[config.mk]
export PLATFORM = sky130hd
export DESIGN_NAME = esolang_token_bracket_matcher
export DESIGN_NICKNAME = d
export VERILOG_FILES = /design/src/rtl/core/ebm_pkg.sv /design/src/rtl/core/esolang_token_bracket_matcher.sv /design/src/rtl/core/ebm_ram.sv /design/src/rtl/core/ebm_stack.sv /design/src/rtl/core/ebm_parse.sv
export VERILOG_INCLUDE_DIRS = /design/src /design/src/rtl/core
export SDC_FILE = /design/constraint.sdc
export NUM_CORES = 2
export LEC_CHECK = 0
export ABC_CLOCK_PERIOD_IN_PS = 8550
export BUFFER_PORTS_ARGS = -buffer_cell sky130_fd_sc_hd__clkbuf_2
export CAP_MARGIN = 20
export CORE_ASPECT_RATIO = 2
export CORE_MARGIN = 4
export CORE_UTILIZATION = 55
export DETAILED_ROUTE_END_ITERATION = 16
export PLACE_DENSITY = 0.74
export SLEW_MARGIN = 10
export SYNTH_ARGS = -nofsm -noshare
export SYNTH_HDL_FRONTEND = slang
export SYNTH_SLANG_ARGS = --single-unit
[constraint.sdc]
create_clock -name clk -period 8.55 [get_ports clk]
set_clock_uncertainty 0.1 [all_clocks]
set_input_delay 1.71 -clock clk [delete_from_list [all_inputs] [get_ports clk]]
set_output_delay 1.71 -clock clk [all_outputs]
set_load 0.05 [all_outputs]
[src/rtl/core/esolang_token_bracket_matcher_macros.svh]
// Assertion helpers for the RTL.
`ifndef ESOLANG_TOKEN_BRACKET_MATCHER_MACROS_SVH
`define ESOLANG_TOKEN_BRACKET_MATCHER_MACROS_SVH

// Same-cycle implication, sampled on clk, held off while in reset.
`define EBM_ASSERT_IMP(lbl, ante, cons, msg) \
  lbl: assert property (@(posedge clk) disable iff (!rst_n) (ante) |-> (cons)) \
    else $error(msg);

// Next-cycle implication, sampled on clk, held off while in reset.
`define EBM_ASSERT_NXT(lbl, ante, cons, msg) \
  lbl: assert property (@(posedge clk) disable iff (!rst_n) (ante) |=> (cons)) \
    else $error(msg);

`endif

[src/rtl/core/ebm_pkg.sv]
`default_nettype none

package ebm_pkg;

  localparam int STACK_DEPTH   = 64;
  localparam int POSITION_BITS = 16;

  localparam int STK_AW = (STACK_DEPTH > 1) ? $clog2(STACK_DEPTH) : 1;
  localparam int STK_DW = $clog2(STACK_DEPTH + 1);

  localparam int POS_W   = 16;
  localparam int CNT_W   = POSITION_BITS + 1;
  localparam int CNT_XW  = (CNT_W > POS_W) ? CNT_W : POS_W;
  localparam int CELL_W  = 17;
  localparam int TOKEN_W = 4;
  localparam int STAT_W  = 2;

  localparam int IN_TDATA_W  = 8;
  localparam int OUT_TDATA_W = 56;
  localparam int OUT_TUSER_W = 2;

  localparam logic [CELL_W-1:0] CELL_ONE    = CELL_W'(1);
  localparam logic [CELL_W-1:0] POINTER_MAX = CELL_W'(65536);

  localparam logic [TOKEN_W-1:0] CMD_END   = 4'd0;
  localparam logic [TOKEN_W-1:0] CMD_LEFT  = 4'd1;
  localparam logic [TOKEN_W-1:0] CMD_RIGHT = 4'd2;
  localparam logic [TOKEN_W-1:0] CMD_OPEN  = 4'd7;
  localparam logic [TOKEN_W-1:0] CMD_CLOSE = 4'd8;

  localparam logic [STAT_W-1:0] ST_OK       = 2'd0;
  localparam logic [STAT_W-1:0] ST_BRACKET  = 2'd1;
  localparam logic [STAT_W-1:0] ST_POINTER  = 2'd2;
  localparam logic [STAT_W-1:0] ST_OVERFLOW = 2'd3;

  typedef struct packed {
    logic             push;
    logic             pop;
    logic             clear;
    logic [POS_W-1:0] data;
  } stk_op_t;

  typedef struct packed {
    logic [TOKEN_W-1:0] token;
    logic               token_valid;
    logic [POS_W-1:0]   position;
    logic [POS_W-1:0]   partner;
    logic               pair_valid;
    logic               done_res;
    logic [STAT_W-1:0]  status;
    logic [CELL_W-1:0]  pointer_extent;
  } res_t;

  // byte mod 10 via reciprocal multiply; exact for all 8-bit values
  function automatic logic [TOKEN_W-1:0] mod10(input logic [7:0] b);
    logic [15:0] prod;
    logic [4:0]  q;
    logic [7:0]  qx10;
    prod = {8'd0, b} * 16'd205;
    q    = prod[15:11];
    qx10 = 8'({q, 3'b000}) + 8'({q, 1'b0});
    mod10 = TOKEN_W'(b - qx10);
  endfunction

endpackage

`default_nettype wire

[src/rtl/core/esolang_token_bracket_matcher.sv]
// Path: a result passes the input register, then the result register; the input
// register holds its transfer while the output is stalled.
// Throughput: one transfer per cycle unless the output stalls; the open stack sits
// in a RAM with registered read, with its top entry bypassed so a close may follow
// an open. Reset: synchronous, active low; clears both registers' valids and the
// parser state. The stack RAM is not cleared. An end transfer returns to reset state.
`default_nettype none

module esolang_token_bracket_matcher
  import ebm_pkg::*;
(
  input  wire logic                   clk,
  input  wire logic                   rst_n,
  input  wire logic                   in_tvalid,
  output logic                        in_tready,
  input  wire logic [IN_TDATA_W-1:0]  in_tdata,   // byte_value
  input  wire logic                   in_tlast,   // is_end
  output logic                        out_tvalid,
  input  wire logic                   out_tready,
  output logic [OUT_TDATA_W-1:0]      out_tdata,  // token, position, partner, status,
                                                  // pointer_extent, zero pad
  output logic [OUT_TUSER_W-1:0]      out_tuser,  // token_valid, pair_valid
  output logic                        out_tlast   // done_res
);

  logic       in_vld_r;
  logic [7:0] in_byte_r;
  logic       in_end_r;
  logic       out_vld_r;
  res_t       res_r;
  res_t       res_nxt;
  logic       step;

  assign step      = in_vld_r && (!out_vld_r || out_tready);
  assign in_tready = !in_vld_r || step;

  ebm_parse u_parse (
    .clk        (clk),
    .rst_n      (rst_n),
    .step       (step),
    .byte_value (in_byte_r),
    .is_end     (in_end_r),
    .res        (res_nxt)
  );

  always_ff @(posedge clk) begin
    if (!rst_n) begin
      in_vld_r  <= 1'b0;
      out_vld_r <= 1'b0;
    end else begin
      if (in_tready) begin
        in_vld_r <= in_tvalid;
      end
      if (step) begin
        out_vld_r <= 1'b1;
      end else if (out_tready) begin
        out_vld_r <= 1'b0;
      end
    end
    if (in_tvalid && in_tready) begin
      in_byte_r <= in_tdata;
      in_end_r  <= in_tlast;
    end
    if (step) begin
      res_r <= res_nxt;
    end
  end

  assign out_tvalid = out_vld_r;
  assign out_tdata  = {1'b0, res_r.pointer_extent, res_r.status, res_r.partner,
                       res_r.position, res_r.token};
  assign out_tuser  = {res_r.pair_valid, res_r.token_valid};
  assign out_tlast  = res_r.done_res;

endmodule

`default_nettype wire

[src/rtl/core/ebm_ram.sv]
`default_nettype none

module ebm_ram #(
  parameter int WIDTH = 16,
  parameter int DEPTH = 64
) (
  input  wire logic                                   clk,
  input  wire logic                                   we,
  input  wire logic [((DEPTH > 1) ? $clog2(DEPTH) : 1)-1:0] waddr,
  input  wire logic [WIDTH-1:0]                       wdata,
  input  wire logic [((DEPTH > 1) ? $clog2(DEPTH) : 1)-1:0] raddr,
  output logic      [WIDTH-1:0]                       rdata
);

  logic [WIDTH-1:0] mem_r [DEPTH];
  logic [WIDTH-1:0] rdata_r;

  always_ff @(posedge clk) begin
    if (we) begin
      mem_r[waddr] <= wdata;
    end
    rdata_r <= mem_r[raddr];
  end

  assign rdata = rdata_r;

endmodule

`default_nettype wire

[src/rtl/core/ebm_stack.sv]
`default_nettype none
`include "esolang_token_bracket_matcher_macros.svh"

module ebm_stack
  import ebm_pkg::*;
(
  input  wire logic              clk,
  input  wire logic              rst_n,
  input  wire stk_op_t           op,
  output logic [STK_DW-1:0]      depth,
  output logic [POS_W-1:0]       tos
);

  logic [STK_DW-1:0] depth_r;
  logic [STK_DW-1:0] depth_nxt;
  logic              bypass_r;
  logic [POS_W-1:0]  byp_data_r;
  logic [POS_W-1:0]  rd_data;
  logic [STK_AW-1:0] raddr;
  logic [STK_AW-1:0] waddr;

  always_comb begin
    if (op.clear) begin
      depth_nxt = '0;
    end else if (op.push) begin
      depth_nxt = depth_r + STK_DW'(1);
    end else if (op.pop) begin
      depth_nxt = depth_r - STK_DW'(1);
    end else begin
      depth_nxt = depth_r;
    end
  end

  // keep the read port pointed at the top entry after this transfer
  assign raddr = STK_AW'(depth_nxt - STK_DW'(1));
  assign waddr = STK_AW'(depth_r);

  ebm_ram #(
    .WIDTH (POS_W),
    .DEPTH (STACK_DEPTH)
  ) u_ram (
    .clk   (clk),
    .we    (op.push),
    .waddr (waddr),
    .wdata (op.data),
    .raddr (raddr),
    .rdata (rd_data)
  );

  always_ff @(posedge clk) begin
    if (!rst_n) begin
      depth_r  <= '0;
      bypass_r <= 1'b0;
    end else begin
      depth_r  <= depth_nxt;
      bypass_r <= op.push;
    end
    byp_data_r <= op.data;
  end

  // a push is read back next cycle from the bypass, not the RAM
  assign tos   = bypass_r ? byp_data_r : rd_data;
  assign depth = depth_r;

  `EBM_ASSERT_IMP(a_depth_range, 1'b1, depth_r <= STK_DW'(STACK_DEPTH), "stack depth over limit")
  `EBM_ASSERT_IMP(a_pop_nonempty, op.pop, depth_r != '0, "pop on empty stack")
  `EBM_ASSERT_IMP(a_push_room, op.push, depth_r < STK_DW'(STACK_DEPTH), "push on full stack")
  `EBM_ASSERT_NXT(a_push_grows, op.push && !op.clear, depth_r == $past(depth_r) + STK_DW'(1), "push did not grow stack")

endmodule

`default_nettype wire

[src/rtl/core/ebm_parse.sv]
`default_nettype none

module ebm_parse
  import ebm_pkg::*;
(
  input  wire logic       clk,
  input  wire logic       rst_n,
  input  wire logic       step,
  input  wire logic [7:0] byte_value,
  input  wire logic       is_end,
  output res_t            res
);

  logic [CELL_W-1:0]  cell_r, cell_nxt;
  logic [CELL_W-1:0]  peak_r, peak_nxt;
  logic [CNT_W-1:0]   cnt_r, cnt_nxt;
  logic [STAT_W-1:0]  err_r, err_nxt;
  logic [CNT_XW-1:0]  cnt_ext;
  logic [POS_W-1:0]   pos;
  logic [TOKEN_W-1:0] cmd;
  logic               tv;
  logic               pair;
  logic               push;
  logic               pop;
  logic [STAT_W-1:0]  status;
  logic [STK_DW-1:0]  depth;
  logic [POS_W-1:0]   tos;
  stk_op_t            op;

  assign cnt_ext = CNT_XW'(cnt_r);
  assign pos     = cnt_ext[POS_W-1:0];

  always_comb begin
    cmd      = is_end ? CMD_END : mod10(byte_value);
    cell_nxt = cell_r;
    err_nxt  = err_r;
    tv       = 1'b0;
    pair     = 1'b0;
    push     = 1'b0;
    pop      = 1'b0;
    if (err_r == ST_OK) begin
      if (cnt_r[POSITION_BITS]) begin
        err_nxt = ST_OVERFLOW;
      end else begin
        unique case (cmd)
          CMD_LEFT: begin
            if (cell_r <= CELL_ONE) begin
              err_nxt = ST_POINTER;
            end else begin
              cell_nxt = cell_r - CELL_ONE;
              tv       = 1'b1;
            end
          end
          CMD_RIGHT: begin
            if (cell_r >= POINTER_MAX) begin
              err_nxt = ST_OVERFLOW;
            end else begin
              cell_nxt = cell_r + CELL_ONE;
              tv       = 1'b1;
            end
          end
          CMD_OPEN: begin
            if (depth >= STK_DW'(STACK_DEPTH)) begin
              err_nxt = ST_OVERFLOW;
            end else begin
              push = 1'b1;
              tv   = 1'b1;
            end
          end
          CMD_CLOSE: begin
            if (depth == '0) begin
              err_nxt = ST_BRACKET;
            end else begin
              pop  = 1'b1;
              pair = 1'b1;
              tv   = 1'b1;
            end
          end
          default: begin
            tv = 1'b1;
          end
        endcase
      end
    end
    peak_nxt = (cell_nxt > peak_r) ? cell_nxt : peak_r;
    cnt_nxt  = cnt_r[POSITION_BITS] ? cnt_r : cnt_r + CNT_W'(1);
    status   = err_nxt;
    if (is_end && (status == ST_OK) && (depth != '0)) begin
      status = ST_BRACKET;
    end
  end

  assign op.push  = step & push;
  assign op.pop   = step & pop;
  assign op.clear = step & is_end;
  assign op.data  = pos;

  ebm_stack u_stack (
    .clk   (clk),
    .rst_n (rst_n),
    .op    (op),
    .depth (depth),
    .tos   (tos)
  );

  always_ff @(posedge clk) begin
    if (!rst_n) begin
      cell_r <= CELL_ONE;
      peak_r <= CELL_ONE;
      cnt_r  <= '0;
      err_r  <= ST_OK;
    end else if (step) begin
      if (is_end) begin
        cell_r <= CELL_ONE;
        peak_r <= CELL_ONE;
        cnt_r  <= '0;
        err_r  <= ST_OK;
      end else begin
        cell_r <= cell_nxt;
        peak_r <= peak_nxt;
        cnt_r  <= cnt_nxt;
        err_r  <= err_nxt;
      end
    end
  end

  assign res.token          = tv ? cmd : '0;
  assign res.token_valid    = tv;
  assign res.position       = pos;
  assign res.partner        = pair ? tos : '0;
  assign res.pair_valid     = pair;
  assign res.done_res       = is_end;
  assign res.status         = status;
  assign res.pointer_extent = is_end ? peak_nxt : '0;

endmodule

`default_nettype wire
==> impl_metrics.json <==
{
  "status": "complete, no violations",
  "route.detailed.drc": 0,
  "wl_um": 118900,
  "clkSinkCount": 1186,
  "synth_warnings": 0,
  "p_seq_share_pct": 41.3,
  "cp_slowest_cell": "o21ai_0",
  "htreeDepth": 3,
  "place.gp.congestion": 0.8893,
  "final_cell_count_no_fill": 3940,
  "min_period_ps": 8153,
  "cap_viol_max_count": 0,
  "period_share_pct": 95.36,
  "synth_seq_area_share_pct": 72.29,
  "slew_headroom_pct": 29.82,
  "grt_usage_pct": 25.91,
  "min_to": "u_parse.peak_r[3]$_SDFFE_PN0P_",
  "critical_path.max_fanout": 9,
  "path_class": "register to register",
  "p_clk_share_pct": 30.0,
  "grt-ovfl-total": 0,
  "setup_viol": 0,
  "synth_nets": 2575,
  "power_density_nw_per_um2": 284.7,
  "syn2layout_area_growth_pct": 13.08,
  "switching_share_pct": 30.65,
  "drt_iter0_drc": 2392,
  "antenna_found_initial": 2,
  "crit_start": "in_byte_r[1]$_DFFE_PP_",
  "die_h_um": 425.6,
  "grt_first_pass_wirelength_um": 174300,
  "synth_top_area_share_pct": 68.32,
  "drive_gt1_share_pct": 28.41,
  "grt_max_degree": 72,
  "hpwl_um": 74230,
  "die-area_um2": 92260,
  "critPathArrivalTime_ps": 8560,
  "hold_viol_final": 0,
  "r2r_cells": 35,
  "power_switching_mw": 4.733,
  "slew_violations": 0,
  "peakVddDrop_mv": 1.045,
  "synth_edf_count": 1091,
  "rows": 152,
  "internal_power_mw": 10.71,
  "clock_latency_ps": 690,
  "start_kind": "register",
  "post-synth-top-area-cell": "edfxtp_1",
  "hold_buffers": 0,
  "clock-root-buffer": "clkbuf_16",
  "vias": 24880,
  "p_leak_nw": 15.33,
  "fp.dieW_um": 216.8,
  "initial_core_util_pct": 55.66,
  "fin_nets": 2792,
  "hold_class": "register to register",
  "holdPathStages": 2,
  "ant_nets": 0,
  "cts_buffer_depth": 3,
  "core-area_um2": 86150,
  "drtPass1Iterations": 5,
  "rsz0062_at_grt": "false",
  "synth-seq-cells": 1186,
  "combinationalPowerShare_pct": 28.7,
  "clk_pin_slew_ps": 60,
  "tightestPinTransition_ps": 1053,
  "r2r_start": "in_byte_r[1]$_DFFE_PP_",
  "r2r_setup_slack_ps": 400,
  "tns_ps": 0,
  "avgSynthCellArea_um2": 19.27,
  "wl_per_cell_um": 30.17,
  "worst_r2r_endpoint": "out_tdata[48]$_SDFFCE_PN0P_",
  "cts_tree": "done",
  "syn_area_um2": 47950,
  "cts_buffers": 96,
  "synthTopCellsByCount": "edfxtp_1, mux4_2, nor2_1",
  "ios": 74,
  "ys_types": 81,
  "required_ps": 8960,
  "ys_async_sr_fraction_pct": 0,
  "ys.flop_type": "edfxtp_1",
  "synth.most_common_cell": "edfxtp_1",
  "drt-vias-per-instance": 6.314,
  "place_inst": 3755,
  "netlist_instances": 2489,
  "end_kind": "register",
  "hold_start": "u_parse.peak_r[3]$_SDFFE_PN0P_",
  "port_buffers": 72,
  "grt_pass1_vias": 26060,
  "synth_area_leaders": "edfxtp_1, mux4_2, dfxtp_1",
  "fillCellCount": 5843,
  "max_freq_mhz": 122.7,
  "critPathMaxStageDelay_ps": 650
}
per-stage QoR:
| step | total power, mW | instance area [um^2] | hold slack (ps) | util [%] | setup slack (ps) |
|---|---|---|---|---|---|
| after floorplan | 8.917 | 47950 | 324.4 | - | 101.8 |
| after global placement | 10.27 | 50610 | 368.0 | 58.74 | 375.4 |
| after detailed placement | 10.32 | 50610 | 385.2 | 58.74 | 233.0 |
| after CTS | 14.92 | 53920 | 395.1 | 62.59 | 234.9 |
| after global routing | 15.97 | 54220 | 418.4 | 62.94 | 4.120 |
| final | 15.44 | 54220 | 396.0 | 62.94 | 396.8 |
layout by cell type (no fill, tap or decap), types with 11 or more instances in the layout:
master and instances:
a21oi_1 55, clkbuf_1 16, a22oi_1 24, nand3_1 36, nand2_1 44, nor2_1 161
bufinv_16 13, o21ai_1 15, nor2b_1 26, clkbuf_16 102, dfxtp_2 16, dfxtp_1 79
o21ai_0 45, edfxtp_1 1091, clkbuf_2 72, nor3_1 23, mux2i_1 73, nand4_1 18
xor2_1 16, buf_4 159, or3_1 11, inv_1 65, mux4_2 304, clkinv_2 13
xnor2_1 12, ha_1 54
flip-flops by register name (all words and copies together), names as in the netlist, 2 cells and up:
name,count
u_parse.u_stack.u_ram.mem_r,1024
out_tdata,55
u_parse.cell_r,17
u_parse.cnt_ext,17
u_parse.peak_r,17
u_parse.u_stack.byp_data_r,16
u_parse.u_stack.u_ram.rdata,16
in_byte_r,8
u_parse.u_stack.depth,7
out_tuser,2
u_parse.err_r,2
how the worst max path moves through the flow:
stage | slack [ps] | end
after floorplan | 100 | out_tdata[45]$_SDFFCE_PN0P_
after global placement | 380 | out_tdata[47]$_SDFFCE_PN0P_
after detailed placement | 230 | out_tdata[49]$_SDFFCE_PN0P_
after CTS | 230 | out_tdata[39]$_SDFFCE_PN0P_
after global routing | 4 | u_parse.peak_r[8]$_SDFFE_PN0P_
final | 400 | out_tdata[48]$_SDFFCE_PN0P_
timing repair:
item | CTS | global route
buffers inserted | 0 | 4
endpoints found under the setup margin | 0 | 41
gates resized for setup | 0 | 48
layer usage:
| layer | wire (um) | track usage [%] | vias up |
|---|---|---|---|
| met3 | 7492 | 3.795 | 294 |
| met5 | 0 | 0 | - |
| met1 | 38460 | 29.54 | 12930 |
| li1 | - | - | 10510 |
| met2 | 65170 | 46.98 | 1153 |
| met4 | 7729 | 13.91 | 0 |
final cells by class:
cell class | count | area [um^2] | share of cell area, %
antenna | 1 | 2.502 | 0.004615
multi-input combinational | 1109 | 12680 | 23.38
tap | 1155 | 1445 | 2.665
clock inverter | 51 | 630.6 | 1.163
sequential | 1186 | 34680 | 63.96
inverter | 66 | 247.7 | 0.4569
clock buffer | 125 | 2686 | 4.954
timing repair buffer | 247 | 1853 | 3.417
critical path: cells and delay by family, from the launching register on:
family,cells,cell delay (ps)
xor gates and xnor gates,4,640
DFF,1,470
and+or+nand+nor,11,1820
AOI/OAI and AO/OA,6,1950
buffers and inverters,7,870
adders and majority gates,7,2140
cells by family after synthesis:
kind of cell	after synthesis	share of synthesized area, %
compound gates	244	3.421
xor+xnor	33	0.6732
fa+ha+maj	73	2.077
buf+inv	194	1.764
flops	1186	72.29
mux	379	15.86
other cells	1	0.007820
simple gates	379	3.906
power groups by stage:
stage / clock (mW) / sequential, mW / combinational, mW
detailed placement: 0 / 6.50 / 3.82
global route: 4.95 / 6.38 / 4.64
CTS: 4.71 / 6.38 / 3.84
floorplan: 0 / 6.59 / 2.33
finish: 4.63 / 6.38 / 4.44
global placement: 0 / 6.50 / 3.76
Note: power is estimated with default switching activity, not from simulation.
